### config.mk
export PLATFORM = sky130hd
export DESIGN_NAME = pcpg_cordic
export DESIGN_NICKNAME = d
export VERILOG_FILES = /design/src/design/pcpg_pkg.sv /design/src/design/pcpg_cordic.sv
export SDC_FILE = /design/constraint.sdc
export NUM_CORES = 2
export LEC_CHECK = 0
export ABC_CLOCK_PERIOD_IN_PS = 15100
export BUFFER_PORTS_ARGS = -buffer_cell sky130_fd_sc_hd__clkbuf_2
export CAP_MARGIN = 25
export CORE_MARGIN = 8
export CORE_UTILIZATION = 35
export DETAILED_ROUTE_END_ITERATION = 12
export PLACE_DENSITY = 0.6
export SLEW_MARGIN = 20
export SYNTH_ARGS = -nofsm -noshare
export SYNTH_HDL_FRONTEND = slang
export SYNTH_SLANG_ARGS = --single-unit
export TNS_END_PERCENT = 100
### constraint.sdc
create_clock -name clock -period 15.1 [get_ports clock]
set_clock_uncertainty 0.2 [all_clocks]
set_input_delay 0.755 -clock clock [delete_from_list [all_inputs] [get_ports clock]]
set_output_delay 0.755 -clock clock [all_outputs]
set_load 0.03 [all_outputs]
### src/design/pcpg_pkg.sv
// Package: fixed-point constants, types and helpers for the polar curve point generator.
package pcpg_pkg;

   localparam int MAX_STEPS_DEF = 2048;
   localparam int FRAC_BITS_DEF = 16;

   localparam int ATAN_N = 25;

   // Curve kinds
   typedef enum logic [2:0] {
      FUNC_NONE0    = 3'd0,
      FUNC_LIMACON  = 3'd1,
      FUNC_CARDIOID = 3'd2,
      FUNC_ROSE3    = 3'd3,
      FUNC_ROSE4    = 3'd4,
      FUNC_SPIRAL   = 3'd5,
      FUNC_NONE6    = 3'd6,
      FUNC_NONE7    = 3'd7
   } func_type;

   // Register indexes
   localparam logic CSR_SCALE  = 1'b0;
   localparam logic CSR_OFFSET = 1'b1;

   localparam logic [7:0] SCALE_RESET  = 8'd100;
   localparam logic [7:0] OFFSET_RESET = 8'd50;

   // Q.30 constants
   localparam logic [35:0] Q30_PI    = 36'h0C90FDAA2;
   localparam logic [35:0] Q30_TWOPI = 36'h1921FB544;
   localparam logic [35:0] Q30_HPI   = 36'h06487ED51;
   localparam logic [35:0] Q30_GAIN  = 36'h026DD3B6A;

   function automatic logic [35:0] atan_q30(input int i);
      logic [35:0] t;
      begin
         unique case (i)
            0: t = 36'h3243F6A8;   1: t = 36'h1DAC6705;   2: t = 36'h0FADBAFC;
            3: t = 36'h07F56EA6;   4: t = 36'h03FEAB76;   5: t = 36'h01FFD55B;
            6: t = 36'h00FFFAAA;   7: t = 36'h007FFF55;   8: t = 36'h003FFFEA;
            9: t = 36'h001FFFFD;   10: t = 36'h000FFFFF;  11: t = 36'h0007FFFF;
            12: t = 36'h0003FFFF;  13: t = 36'h0001FFFF;  14: t = 36'h0000FFFF;
            15: t = 36'h00007FFF;  16: t = 36'h00003FFF;  17: t = 36'h00001FFF;
            18: t = 36'h00000FFF;  19: t = 36'h000007FF;  20: t = 36'h000003FF;
            21: t = 36'h000001FF;  22: t = 36'h000000FF;  23: t = 36'h0000007F;
            24: t = 36'h0000003F;
            default: t = 36'h0;
         endcase
         return t;
      end
   endfunction

   // Round a Q.30 constant to Q.F
   function automatic logic [35:0] to_qf(input logic [35:0] c, input int f);
      logic [35:0] s;
      begin
         s = c + (36'd1 << (29 - f));
         return s >> (30 - f);
      end
   endfunction

endpackage

### src/design/pcpg_cordic.sv
// Module: pipelined rotation-mode CORDIC with quadrant fold, one angle per cycle while en is high.
module pcpg_cordic #(
   parameter int FRAC_BITS = pcpg_pkg::FRAC_BITS_DEF,
   parameter int AW        = FRAC_BITS + 16,
   parameter int TW        = 8
) (
   input  logic                  clock,
   input  logic                  reset,
   input  logic                  en,
   input  logic                  in_valid,
   input  logic [AW-1:0]         in_ang,
   input  logic [TW-1:0]         in_tag,
   output logic                  out_valid,
   output logic signed [FRAC_BITS+2:0] out_cos,
   output logic signed [FRAC_BITS+2:0] out_sin,
   output logic [TW-1:0]         out_tag
);
   import pcpg_pkg::*;

   localparam int NIT = (FRAC_BITS < ATAN_N) ? FRAC_BITS : ATAN_N;
   localparam int NS  = NIT + 2;
   localparam int VW  = FRAC_BITS + 3;
   localparam int ZW  = FRAC_BITS + 4;
   localparam logic [AW-1:0] TWOPI = AW'(to_qf(Q30_TWOPI, FRAC_BITS));
   localparam logic [AW-1:0] TWOPI2 = TWOPI << 1;
   localparam logic signed [ZW-1:0] PI  = ZW'(to_qf(Q30_PI, FRAC_BITS));
   localparam logic signed [ZW-1:0] HPI = ZW'(to_qf(Q30_HPI, FRAC_BITS));
   localparam logic signed [VW-1:0] GAIN = VW'(to_qf(Q30_GAIN, FRAC_BITS));

   logic               v_ff  [NS+1];
   logic [TW-1:0]      t_ff  [NS+1];
   logic               n_ff  [NS+1];
   logic signed [VW-1:0] x_ff [NS+1];
   logic signed [VW-1:0] y_ff [NS+1];
   logic signed [ZW-1:0] z_ff [NS+1];
   logic [AW-1:0]      r_ff;

   // Stage A: modulo 2pi; in-range angles stay below three turns
   logic [AW-1:0] rem_in;
   always_comb begin
      if (in_ang >= TWOPI2) rem_in = in_ang - TWOPI2;
      else if (in_ang >= TWOPI) rem_in = in_ang - TWOPI;
      else rem_in = in_ang;
   end

   // Stage B: fold into [-pi/2, pi/2]
   logic signed [ZW-1:0] zb_in, zs;
   logic nb_in;
   always_comb begin
      zs = $signed(ZW'(r_ff));
      if (zs > PI) zs = zs - $signed(ZW'(TWOPI));
      nb_in = 1'b0;
      zb_in = zs;
      if (zs > HPI) begin
         zb_in = zs - PI; nb_in = 1'b1;
      end else if (zs < -HPI) begin
         zb_in = zs + PI; nb_in = 1'b1;
      end
   end

   always_ff @(posedge clock) begin
      if (reset) begin
         for (int s = 0; s <= NS; s++) v_ff[s] <= 1'b0;
      end else if (en) begin
         v_ff[0] <= in_valid;
         v_ff[1] <= v_ff[0];
         for (int s = 2; s <= NS; s++) v_ff[s] <= v_ff[s-1];
      end
   end

   always_ff @(posedge clock) begin
      if (en) begin
         r_ff    <= rem_in;
         t_ff[0] <= in_tag;
         t_ff[1] <= t_ff[0];
         n_ff[1] <= nb_in;
         x_ff[1] <= GAIN;
         y_ff[1] <= '0;
         z_ff[1] <= zb_in;
         for (int s = 2; s <= NS; s++) begin
            t_ff[s] <= t_ff[s-1];
            n_ff[s] <= n_ff[s-1];
            if (s - 2 < NIT) begin
               if (z_ff[s-1] >= 0) begin
                  x_ff[s] <= x_ff[s-1] - (y_ff[s-1] >>> (s-2));
                  y_ff[s] <= y_ff[s-1] + (x_ff[s-1] >>> (s-2));
                  z_ff[s] <= z_ff[s-1] - ZW'(to_qf(atan_q30(s-2), FRAC_BITS));
               end else begin
                  x_ff[s] <= x_ff[s-1] + (y_ff[s-1] >>> (s-2));
                  y_ff[s] <= y_ff[s-1] - (x_ff[s-1] >>> (s-2));
                  z_ff[s] <= z_ff[s-1] + ZW'(to_qf(atan_q30(s-2), FRAC_BITS));
               end
            end else begin
               x_ff[s] <= n_ff[s-1] ? -x_ff[s-1] : x_ff[s-1];
               y_ff[s] <= n_ff[s-1] ? -y_ff[s-1] : y_ff[s-1];
               z_ff[s] <= z_ff[s-1];
            end
         end
      end
   end

   assign out_valid = v_ff[NS];
   assign out_cos   = x_ff[NS];
   assign out_sin   = y_ff[NS];
   assign out_tag   = t_ff[NS];
endmodule

==> results.ini <==
[run_status]
run_status=completed

[sta]
hold_violations=0
setup_tns_ps=0
fin_crit_ps=5980
relSlewSlack_pct=39.63
clock.fmax_mhz=167.2
worst_slew_pin_slew_ps=904.5
post-route-period-util_pct=39.60
setup_violations=0
slew_viol_final=0
rsz0062_at_grt=no

[die]
rows=169
core_area_mm2=0.2112
dieArea_mm2=0.2267
start_util_pct=35.08
die_w_um=476.1
ioPinCount=91
die_h_um=476.1

[critical_path]
cp.required_ps=15400
startpoint_type=input port
endpoint_kind=register
crit_fanout=132
crit_top_cell=o21ai_0
slowest_delay_ps=640
crit_chain=buf_8 > buf_12 > buf_4 > and2_1 > inv_1 > buf_4 > nand2_1 > o21ai_0 > fa_1 > a21o_1 > a21oi_1 > o21ai_0 > o41ai_1 > o21ai_0 > o211a_1 > o21a_1 > o21ai_0 > nor2b_1 > xnor2_1
critPathSlowestCell=buf_4
critical_path_class=input port to register
arrival_ps=6280

[clock_network]
post_cts_resized=0
root_buffer=clkbuf_16
htree_levels=3
cts_tree=built
clock-sinks=1094
holdBufCountCts=6
post-cts-setup-buffer-count=0
clk_pin_slew_ps=60
clock_latency_ps=750
cts_buffer_depth=3
cts_buffers=115

[synth]
yosysUniqueCellTypes=94
yosys_warnings=0
synth_area_mm2=0.07410
synth_edf_count=1094
synth_top_area_share_pct=44.33
synth_ff_type=edfxtp_1
yosys.area.top_type=edfxtp_1
synthTopCellsByArea=edfxtp_1 44%, ha_1 13%, xnor2_1 8.2%, a21oi_1 3.6%, xor2_1 3.0%
synth.yosys.seq_area_share_pct=44.33
syn_area_per_cell_um2=10.62
async_flop_share_pct=0
syn-instance-count=6974
ys_ff_latch=1094

[global_route]
grt-ovfl-total=0
grt_pass1_vias=50438
grt_usage_pct=13.81
grt_pass1_wl_um=263200
grt_max_degree=159
antenna_found_initial=5

[route]
drc=0
viasPerCell=5.172
first_iter_violations=2969
via_count=51802
ant_nets=0
drtPass1Iterations=5
post_drt_wl_per_cell_um=16.34
wirelength_um=163700

[final_layout]
layout_common_cells=1094 x edfxtp_1, 793 x ha_1, 691 x xnor2_1, 527 x a21oi_1, 513 x nor2_1
drive_gt1_share_pct=5.732
ff_latch_area_mm2=0.03285
layout-area-overhead-vs-synth_pct=10.34
final_nets=7973
nFillCells=20392
multiInputGateArea_mm2=0.03957
final_common_cell=edfxtp_1

[placed_design]
gp_congestion=0.8460
dp_hpwl_um=127300
port_buffers=90

[worst_hold_path]
min_path_type=input port to register

[flow_run]
maxCapViolations=0

area by class of cell:
cell class | instances | share of cell area, %
flip-flops and latches | 1094 | 40.18
well taps | 2821 | 4.317
multi-input cells | 5463 | 48.40
clock inverters | 79 | 1.016
inverters | 286 | 1.313
diodes | 6 | 0.01836
repair buffers | 132 | 1.067
clock buffers | 134 | 3.685
registers in the layout, indices dropped and copies added, names as in the netlist:
name  count
y_ff    303
x_ff    300
z_ff    283
t_ff    152
r_ff     20
v_ff     19
n_ff     17
kinds of logic (layout without fill, tap and decap cells):
| group | count (synthesis) | after routing | share of synthesized area (%) |
|---|---|---|---|
| muxes | 38 | 38 | 0.5252 |
| xor gates and xnor gates | 943 | 943 | 11.16 |
| AOI/OAI and AO/OA | 1623 | 1623 | 14.03 |
| adders and majority gates | 837 | 837 | 14.58 |
| DFF | 1094 | 1094 | 44.33 |
| buffers and inverters | 418 | 631 | 2.264 |
| other | 2 | 9 | 0.01014 |
| and+or+nand+nor | 2019 | 2019 | 13.10 |
final timing paths:
check	slack, ps	cells past startpoint	endpoint	start
max	9120	19	x_ff[16][16]$_DFFE_PP_	en
min	70	1	t_ff[0][1]$_DFFE_PP_	in_tag[1]
max reg2reg	9470	14	y_ff[0][227]$_DFFE_PP_	z_ff[0][219]$_DFFE_PP_
min reg2reg	200	0	z_ff[0][40]$_DFFE_PP_	z_ff[0][20]$_DFFE_PP_
cells in the mapped netlist (65+ instances only):
library cell and count:
clkbuf_1 88, o31ai_1 95, nand2_1 502, inv_1 280, a21oi_1 527, o21ai_0 326, nand3_1 146, or3_1 81
xnor2_1 691, xor2_1 251, nor2b_1 120, and2_1 71, nor3_1 261, a21o_1 146, o21a_1 69, and3_1 82
edfxtp_1 1094, ha_1 793, nand2b_1 65, nor2_1 513
metrics by stage:
stage | utilization, % | hold WS, ps | cells | worst slack, ps | cell area, um^2
2_1_floorplan | - | 200.3 | 6975 | 9806 | 74100
3_3_place_gp | 36.82 | 200.3 | 9788 | 8514 | 77780
3_5_place_dp | 36.82 | 204.5 | 9788 | 8370 | 77780
4_1_cts | 38.67 | 19.39 | 10007 | 9186 | 81680
5_1_grt | 38.70 | 15.36 | 10015 | 8595 | 81760
6_report | 38.70 | 67.12 | 10015 | 9120 | 81760
metal layers:
metal  vias up  share of wire (%)  global-route usage [%]  routed length [um]
met1     24663                 45                   17.45               72880
li1      26042                  -                       -                   -
met3       264                3.3                   1.845                5447
met2       833                 49                   24.44               79980
met5         -                  0                       0                   0
met4         0                3.3                   4.390                5334
critical path, delay by kind of cell:
kind / cells / cell delay [ps]
fa+ha+maj: 1 / 480
xor+xnor: 1 / 70
simple gates: 3 / 680
compound gates: 9 / 2290
buf+inv: 5 / 1820
Power is left out: the tool's default activity adds up to more than one toggle a clock period on the data nets, which glitch-free logic cannot reach.
